--- src/hdl/bda_pkg.sv ---
// ----------------------------------------------------------------------------
// bda_pkg: shared types and constants of the buddy allocator
// Pool geometry, list storage layout, datapath commands and status bundles.
// ----------------------------------------------------------------------------
package bda_pkg;

	localparam int POOL_ORDER = 10;
	localparam int NUM_ORDERS = POOL_ORDER + 1;
	localparam int LIST_CAP   = 1 << (POOL_ORDER - 1);
	localparam int POOL_UNITS = 1 << POOL_ORDER;
	localparam int ORD_W      = 4;
	localparam int IDX_W      = POOL_ORDER - 1;
	localparam int CNT_W      = IDX_W + 1;
	localparam int OFF_W      = 10;
	localparam int SIZE_W     = 11;
	localparam int ADDR_W     = ORD_W + IDX_W;
	localparam int MEM_DEPTH  = NUM_ORDERS * LIST_CAP;
	localparam int IN_DATA_W  = 24;
	localparam int OUT_DATA_W = 40;

	localparam logic OP_ALLOC = 1'b0;
	localparam logic OP_FREE  = 1'b1;

	typedef enum logic [3:0] {
		CMD_NONE,
		CMD_LOAD,
		CMD_DECODE,
		CMD_SEARCH_NEXT,
		CMD_POP,
		CMD_POP_CAP,
		CMD_SPLIT,
		CMD_ALLOC_OK,
		CMD_FAIL,
		CMD_SCAN_RD,
		CMD_SCAN_NEXT,
		CMD_SHIFT_RD,
		CMD_SHIFT_WR,
		CMD_TAKE_DONE,
		CMD_PUSH_FREE,
		CMD_OUT
	} cmd_t;

	typedef struct packed {
		cmd_t cmd;
	} dp_cmd_t;

	typedef struct packed {
		logic op;
		logic req_bad;
		logic ord_top;
		logic search_end;
		logic cnt_zero;
		logic s_gt_ord;
		logic match;
		logic idx_end;
		logic shift_last;
		logic next_top;
		logic out_full;
	} dp_status_t;

	// Bit length of (size - 1): the order that holds a block of this size.
	function automatic logic [ORD_W-1:0] size_order(input logic [SIZE_W-1:0] size);
		logic [SIZE_W-1:0] m;
		logic [ORD_W-1:0] r;
		m = size - SIZE_W'(1);
		r = '0;
		if (size == '0) begin
			m = '0;
		end
		for (int b = 0; b < SIZE_W; b++) begin
			if (m[b]) begin
				r = ORD_W'(b + 1);
			end
		end
		return r;
	endfunction

endpackage

--- src/hdl/bda_ctrl.sv ---
// ----------------------------------------------------------------------------
// bda_ctrl: request sequencer of the buddy allocator
// Walks the order search, block split, buddy scan and list compaction steps.
// ----------------------------------------------------------------------------
module bda_ctrl (
	input  logic                clk,
	input  logic                arst_n,
	input  logic                s_tvalid,
	output logic                s_tready,
	input  bda_pkg::dp_status_t st,
	output bda_pkg::dp_cmd_t    cmd
);
	import bda_pkg::*;

	typedef enum logic [11:0] {
		ST_IDLE     = 12'b000000000001,
		ST_DECODE   = 12'b000000000010,
		ST_SEARCH   = 12'b000000000100,
		ST_POPCAP   = 12'b000000001000,
		ST_SPLIT    = 12'b000000010000,
		ST_SCAN_RD  = 12'b000000100000,
		ST_SCAN_CMP = 12'b000001000000,
		ST_SHIFT_RD = 12'b000010000000,
		ST_SHIFT_WR = 12'b000100000000,
		ST_PUSH     = 12'b001000000000,
		ST_FINISH   = 12'b010000000000,
		ST_SPARE    = 12'b100000000000
	} state_t;

	state_t state_q, state_d;

	assign s_tready = (state_q == ST_IDLE);

	always_comb begin
		state_d = state_q;
		cmd.cmd = CMD_NONE;
		unique case (state_q)
			ST_IDLE: begin
				if (s_tvalid) begin
					cmd.cmd = CMD_LOAD;
					state_d = ST_DECODE;
				end
			end
			ST_DECODE: begin
				if (st.req_bad) begin
					cmd.cmd = CMD_FAIL;
					state_d = ST_FINISH;
				end else begin
					cmd.cmd = CMD_DECODE;
					if (st.op == OP_ALLOC) begin
						state_d = ST_SEARCH;
					end else if (st.ord_top) begin
						state_d = ST_PUSH;
					end else begin
						state_d = ST_SCAN_RD;
					end
				end
			end
			ST_SEARCH: begin
				if (st.search_end) begin
					cmd.cmd = CMD_FAIL;
					state_d = ST_FINISH;
				end else if (st.cnt_zero) begin
					cmd.cmd = CMD_SEARCH_NEXT;
				end else begin
					cmd.cmd = CMD_POP;
					state_d = ST_POPCAP;
				end
			end
			ST_POPCAP: begin
				cmd.cmd = CMD_POP_CAP;
				state_d = ST_SPLIT;
			end
			ST_SPLIT: begin
				if (st.s_gt_ord) begin
					cmd.cmd = CMD_SPLIT;
				end else begin
					cmd.cmd = CMD_ALLOC_OK;
					state_d = ST_FINISH;
				end
			end
			ST_SCAN_RD: begin
				if (st.idx_end) begin
					state_d = ST_PUSH;
				end else begin
					cmd.cmd = CMD_SCAN_RD;
					state_d = ST_SCAN_CMP;
				end
			end
			ST_SCAN_CMP: begin
				if (st.match) begin
					state_d = ST_SHIFT_RD;
				end else begin
					cmd.cmd = CMD_SCAN_NEXT;
					state_d = ST_SCAN_RD;
				end
			end
			ST_SHIFT_RD: begin
				if (st.shift_last) begin
					// The buddy is gone; carry on one order up with the merged block.
					cmd.cmd = CMD_TAKE_DONE;
					state_d = st.next_top ? ST_PUSH : ST_SCAN_RD;
				end else begin
					cmd.cmd = CMD_SHIFT_RD;
					state_d = ST_SHIFT_WR;
				end
			end
			ST_SHIFT_WR: begin
				cmd.cmd = CMD_SHIFT_WR;
				state_d = ST_SHIFT_RD;
			end
			ST_PUSH: begin
				cmd.cmd = CMD_PUSH_FREE;
				state_d = ST_FINISH;
			end
			ST_FINISH: begin
				if (!st.out_full) begin
					cmd.cmd = CMD_OUT;
					state_d = ST_IDLE;
				end
			end
			default: begin
				state_d = ST_IDLE;
			end
		endcase
	end

	always_ff @(posedge clk or negedge arst_n) begin
		if (!arst_n) begin
			state_q <= ST_IDLE;
		end else begin
			state_q <= state_d;
		end
	end

endmodule

--- config.mk ---
export PLATFORM = sky130hd
export DESIGN_NAME = bda_ctrl
export DESIGN_NICKNAME = d
export VERILOG_FILES = /design/src/hdl/bda_pkg.sv /design/src/hdl/bda_ctrl.sv
export SDC_FILE = /design/constraint.sdc
export NUM_CORES = 1
export LEC_CHECK = 0
export BUFFER_PORTS_ARGS = -buffer_cell sky130_fd_sc_hd__buf_2
export CAP_MARGIN = 20
export CORE_UTILIZATION = 48
export CTS_BUF_LIST = sky130_fd_sc_hd__clkbuf_8
export CTS_CLUSTER_DIAMETER = 120
export CTS_CLUSTER_SIZE = 28
export DETAILED_ROUTE_END_ITERATION = 6
export GPL_TIMING_DRIVEN = 1
export PLACE_DENSITY_LB_ADDON = 0.1
export SLEW_MARGIN = 5
export SYNTH_ARGS = -nofsm -noshare
export SYNTH_HDL_FRONTEND = slang
export SYNTH_SLANG_ARGS = --single-unit
--- constraint.sdc ---
create_clock -name clk -period 4.1 [get_ports clk]
set_input_delay 0.41 -clock clk [delete_from_list [all_inputs] [get_ports clk]]
set_output_delay 0.41 -clock clk [all_outputs]
set_load 0.005 [all_outputs]
Word-level counts from Yosys, hierarchy flattened. Index checks and enable logic that the tools add are counted.

Word-level logic and storage cells: 40. Flip-flop bits (word level): 12. Bits of input ports: 14. Output and inout port bits: 5.

Multiplexer cells: 23. Reduce and logical (&&, ||, !) cells: 1. Equality and inequality tests: 15.

Operator list (number): 12-bit case mux with 11 select lines (1); 12-bit 2-to-1 mux (5); 10-bit 2-to-1 mux (5); 4-bit case mux with 11 select lines (1); 4-bit 2-to-1 mux (5); 12-bit by 1-bit == test with 1-bit output, second input constant (1); 12-bit by 10-bit == test with 1-bit output, second input constant (1); 12-bit by 11-bit == test with 1-bit output, second input constant (1); 12-bit by 2-bit == test with 1-bit output, second input constant (1); 12-bit by 3-bit == test with 1-bit output, second input constant (1); 12-bit by 4-bit == test with 1-bit output, second input constant (1); 12-bit by 5-bit == test with 1-bit output, second input constant (1); 12-bit by 6-bit == test with 1-bit output, second input constant (1); 12-bit by 7-bit == test with 1-bit output, second input constant (1); 12-bit by 8-bit == test with 1-bit output, second input constant (1); 12-bit by 9-bit == test with 1-bit output, second input constant (1); 11-bit 2-to-1 mux (1); 8-bit 2-to-1 mux (1); 3-bit 2-to-1 mux (2); 2-bit inequality test, second input constant (3); 4-bit AND reduction (1); 3-bit inequality test, second input constant (1); 1-bit 2-to-1 mux (2).

Logic depth before layout (Yosys ltp).
Word-level depth: 4. Depth in mapped cells: 6.

Worst setup path before layout. Ideal clock, no wire load.

Path type: reg-to-output. From: register state_q[8]. To: output port cmd[2] (netlist name). Slack: 2.201 ns. Cell stages (with the launch flop): 7. Arrival time: 1.489 ns. Data required time: 3.690 ns. Cell sequence: dfrtp_1 > buf_6 > nor3_2 > buf_4 > nand4b_1 > o311a_1 > nand3_1.

RTL lines: start: declaration (line bda_ctrl.sv:30) `state_t state_q, state_d;`; start signal: assignment (line bda_ctrl.sv:132) `state_q <= state_d;`; end: declaration (line bda_ctrl.sv:11) `output bda_pkg::dp_cmd_t cmd`.

==> results.cfg <==
[pwr]
p_per_area_mw_per_mm2 = 473.1
p_leak_nw = 0.4944
peakVddDrop_uv = 176.6

[route]
drt_wl_total_um = 2145
dr.pass1.iters = 4
wl_per_cell_um = 15.00
first_iter_violations = 38
viasPerCell = 6.119
ant_nets = 0
vias = 875
drc = 0

[global_route]
track_usage_pct = 24.30
grt_busiest_layer = met1
grt_use_met2_pct = 34.86
grt_max_degree = 15
antenna_found_initial = 0
grt_pass1_wl_um = 3484
gr-total-overflow = 0
met1_usage_pct = 35.54
use_met3_pct = 3.571
grt_pass1_vias = 752

[final_layout]
fillers = 172
largest_reg_flops = 11
final_common_cell = buf_2
seqCellArea_um2 = 276.5
layout_common_cells = buf_2 (18), nand4_1 (10), dfrtp_1 (10)
diodes = 0
fin_nets = 133
area_delta_synth_final_pct = 12.14
largestRegisters = state_q x11
drive_gt1_share_pct = 24.58
final_core_utilization_pct = 58.28
top_register = state_q
multi_input_comb_area_um2 = 551.8
final_area_mm2 = 0.001017

[cts]
numCtsBuffers = 3
insertion_delay_ns = 0.24
postCtsHoldBufs = 0
cts_num_sinks = 11
cts_root_buffer = clkbuf_8
tritoncts = yes
cts_resized = 0
clock_path_buffers = 2
clkSlewWorstSetupHoldPaths_ns = 0.05
postCtsSetupRepairBufs = 0
htree_num_levels = 1

[floorplan]
start_util_pct = 51.97
core_region_area_mm2 = 0.001745
fp-row-count = 15
fp.dieH_um = 45.47
die-area_mm2 = 0.002068
die-width_um = 45.47
ios = 19

[status]
outcome = finished, final reports clean

[timing]
slew_viol_final = 0
holdWs_ns = 0.03445
fin_skew_ns = 0.004672
min_period_ns = 2.833
fin_ws_ns = 1.267
fin_crit_sh_pct = 69.09
fmax_ghz = 0.3530
tns_ns = 0
worst_slew_pin_slew_ns = 0.9368
rsz0062_at_grt = no
finalSetupViolCount = 0
hold_viol_final = 0
slew_headroom_pct = 37.02

[yosys]
synth-seq-area-share_pct = 30.48
synth_cell_type_count = 42
syn-num-nets = 117
synth_cells = 103
yosys.area.top_type = dfrtp_1
synth_top_cell_area_share_pct = 27.59
synth_warnings = 0
netlist_area_um2 = 907.1
ys_async_sr_fraction_pct = 100.0
synth_area_leaders = dfrtp_1 (28%), nand4_1 (6.9%), nor2_1 (3.7%), buf_6 (3.7%), nand3_1 (3.3%)
synth_edf_count = 0
ys_seq_elements = 11
syn_area_per_cell_um2 = 8.807
synth_flop_cell = dfrtp_1

[worst_setup_path]
r2r_setup_slack_ns = 1.90
crit_arrival_ns = 2.42
max_stage_delay_ns = 0.85
reg2reg_from = state_q[5]
critPathKind = reg2out
cp-end-kind = output pin
worst-path-max-fanout = 12
crit_buf_inv = 1
worst_setup_path_start_kind = flip-flop
cp_top_family = simple AND/OR/NAND/NOR gates
crit_path_cell_trace = nor4_2 > nand4_1 > o211ai_1 > nand4b_1 > buf_2
cp_slowest_cell = nor4_2
crit_required_ns = 3.69
crit_start = state_q[5]

[placement]
dpl_cell_area_um2 = 972.2
dpl_worst_slack_ns = 1.551
gp_congestion = 0.9107
port-buffer-count = 18
hpwl_um = 1584

[flow_run]
cap_violations = 0

[hold_path]
hold_class = in2async
==> final timing paths <==
kind                               end  cells after the start
setup / recovery                cmd[0]                      5
max in group asynchronous   state_q[0]                      1
setup reg to reg           state_q[10]                      4
hold / removal              state_q[9]                      1
hold reg to reg             state_q[0]                      2
min in group clk            state_q[8]                      2
==> routing by layer <==
| metal | wire length (µm) | share of wire, % |
|---|---|---|
| met1 | 1051 | 49 |
| met2 | 929 | 43 |
| met3 | 124 | 5.8 |
| met4 | 40 | 1.9 |
| met5 | 0 | 0 |
==> synth_stat cells, types with 2 or more instances <==
cell type  instances
nor3_2             2
buf_6              3
o2111ai_1          2
dfrtp_1           10
buf_2              3
o32ai_1            2
inv_1              6
nor2b_1            3
nand4b_1           2
and3b_1            2
o21ai_1            3
xor2_1             3
nor3b_1            3
nor3_1             6
nor2_1             9
nand3_1            6
nand4_1           10
nand2_1            4
==> cells by family after synthesis <==
kind of cell,count (synthesis),share of synthesized area [%]
compound gates,15,13.79
xor+xnor,4,3.863
buf+inv,13,8.689
flops,11,30.48
mux,1,1.241
simple gates,59,41.93
==> per-stage QoR <==
stage               cells  total power, mW
floorplan             103           0.3358
finish                143           0.4813
detailed placement    139           0.3715
global placement      139           0.3708
global route          143           0.5171
CTS                   143           0.4809
==> power breakdown <==
part | total [mW] | switching, mW | internal [mW] | leakage, nW
Combinational | 0.206 | 0.113 | 0.0928 | 0.319
Clock | 0.108 | 0.0420 | 0.0658 | 0.0269
Sequential | 0.168 | 0.0392 | 0.128 | 0.149
Total | 0.481 | 0.194 | 0.287 | 0.494
==> final cells by class <==
type / count / area share (%)
Clock buffer: 3 / 4.059
Clock inverter: 1 / 0.3690
Inverter: 6 / 2.214
Multi-Input combinational cell: 79 / 54.24
Sequential cell: 11 / 27.18
Tap cell: 25 / 3.075
Timing Repair Buffer: 18 / 8.856
Note: power is estimated with default switching activity, not from simulation.
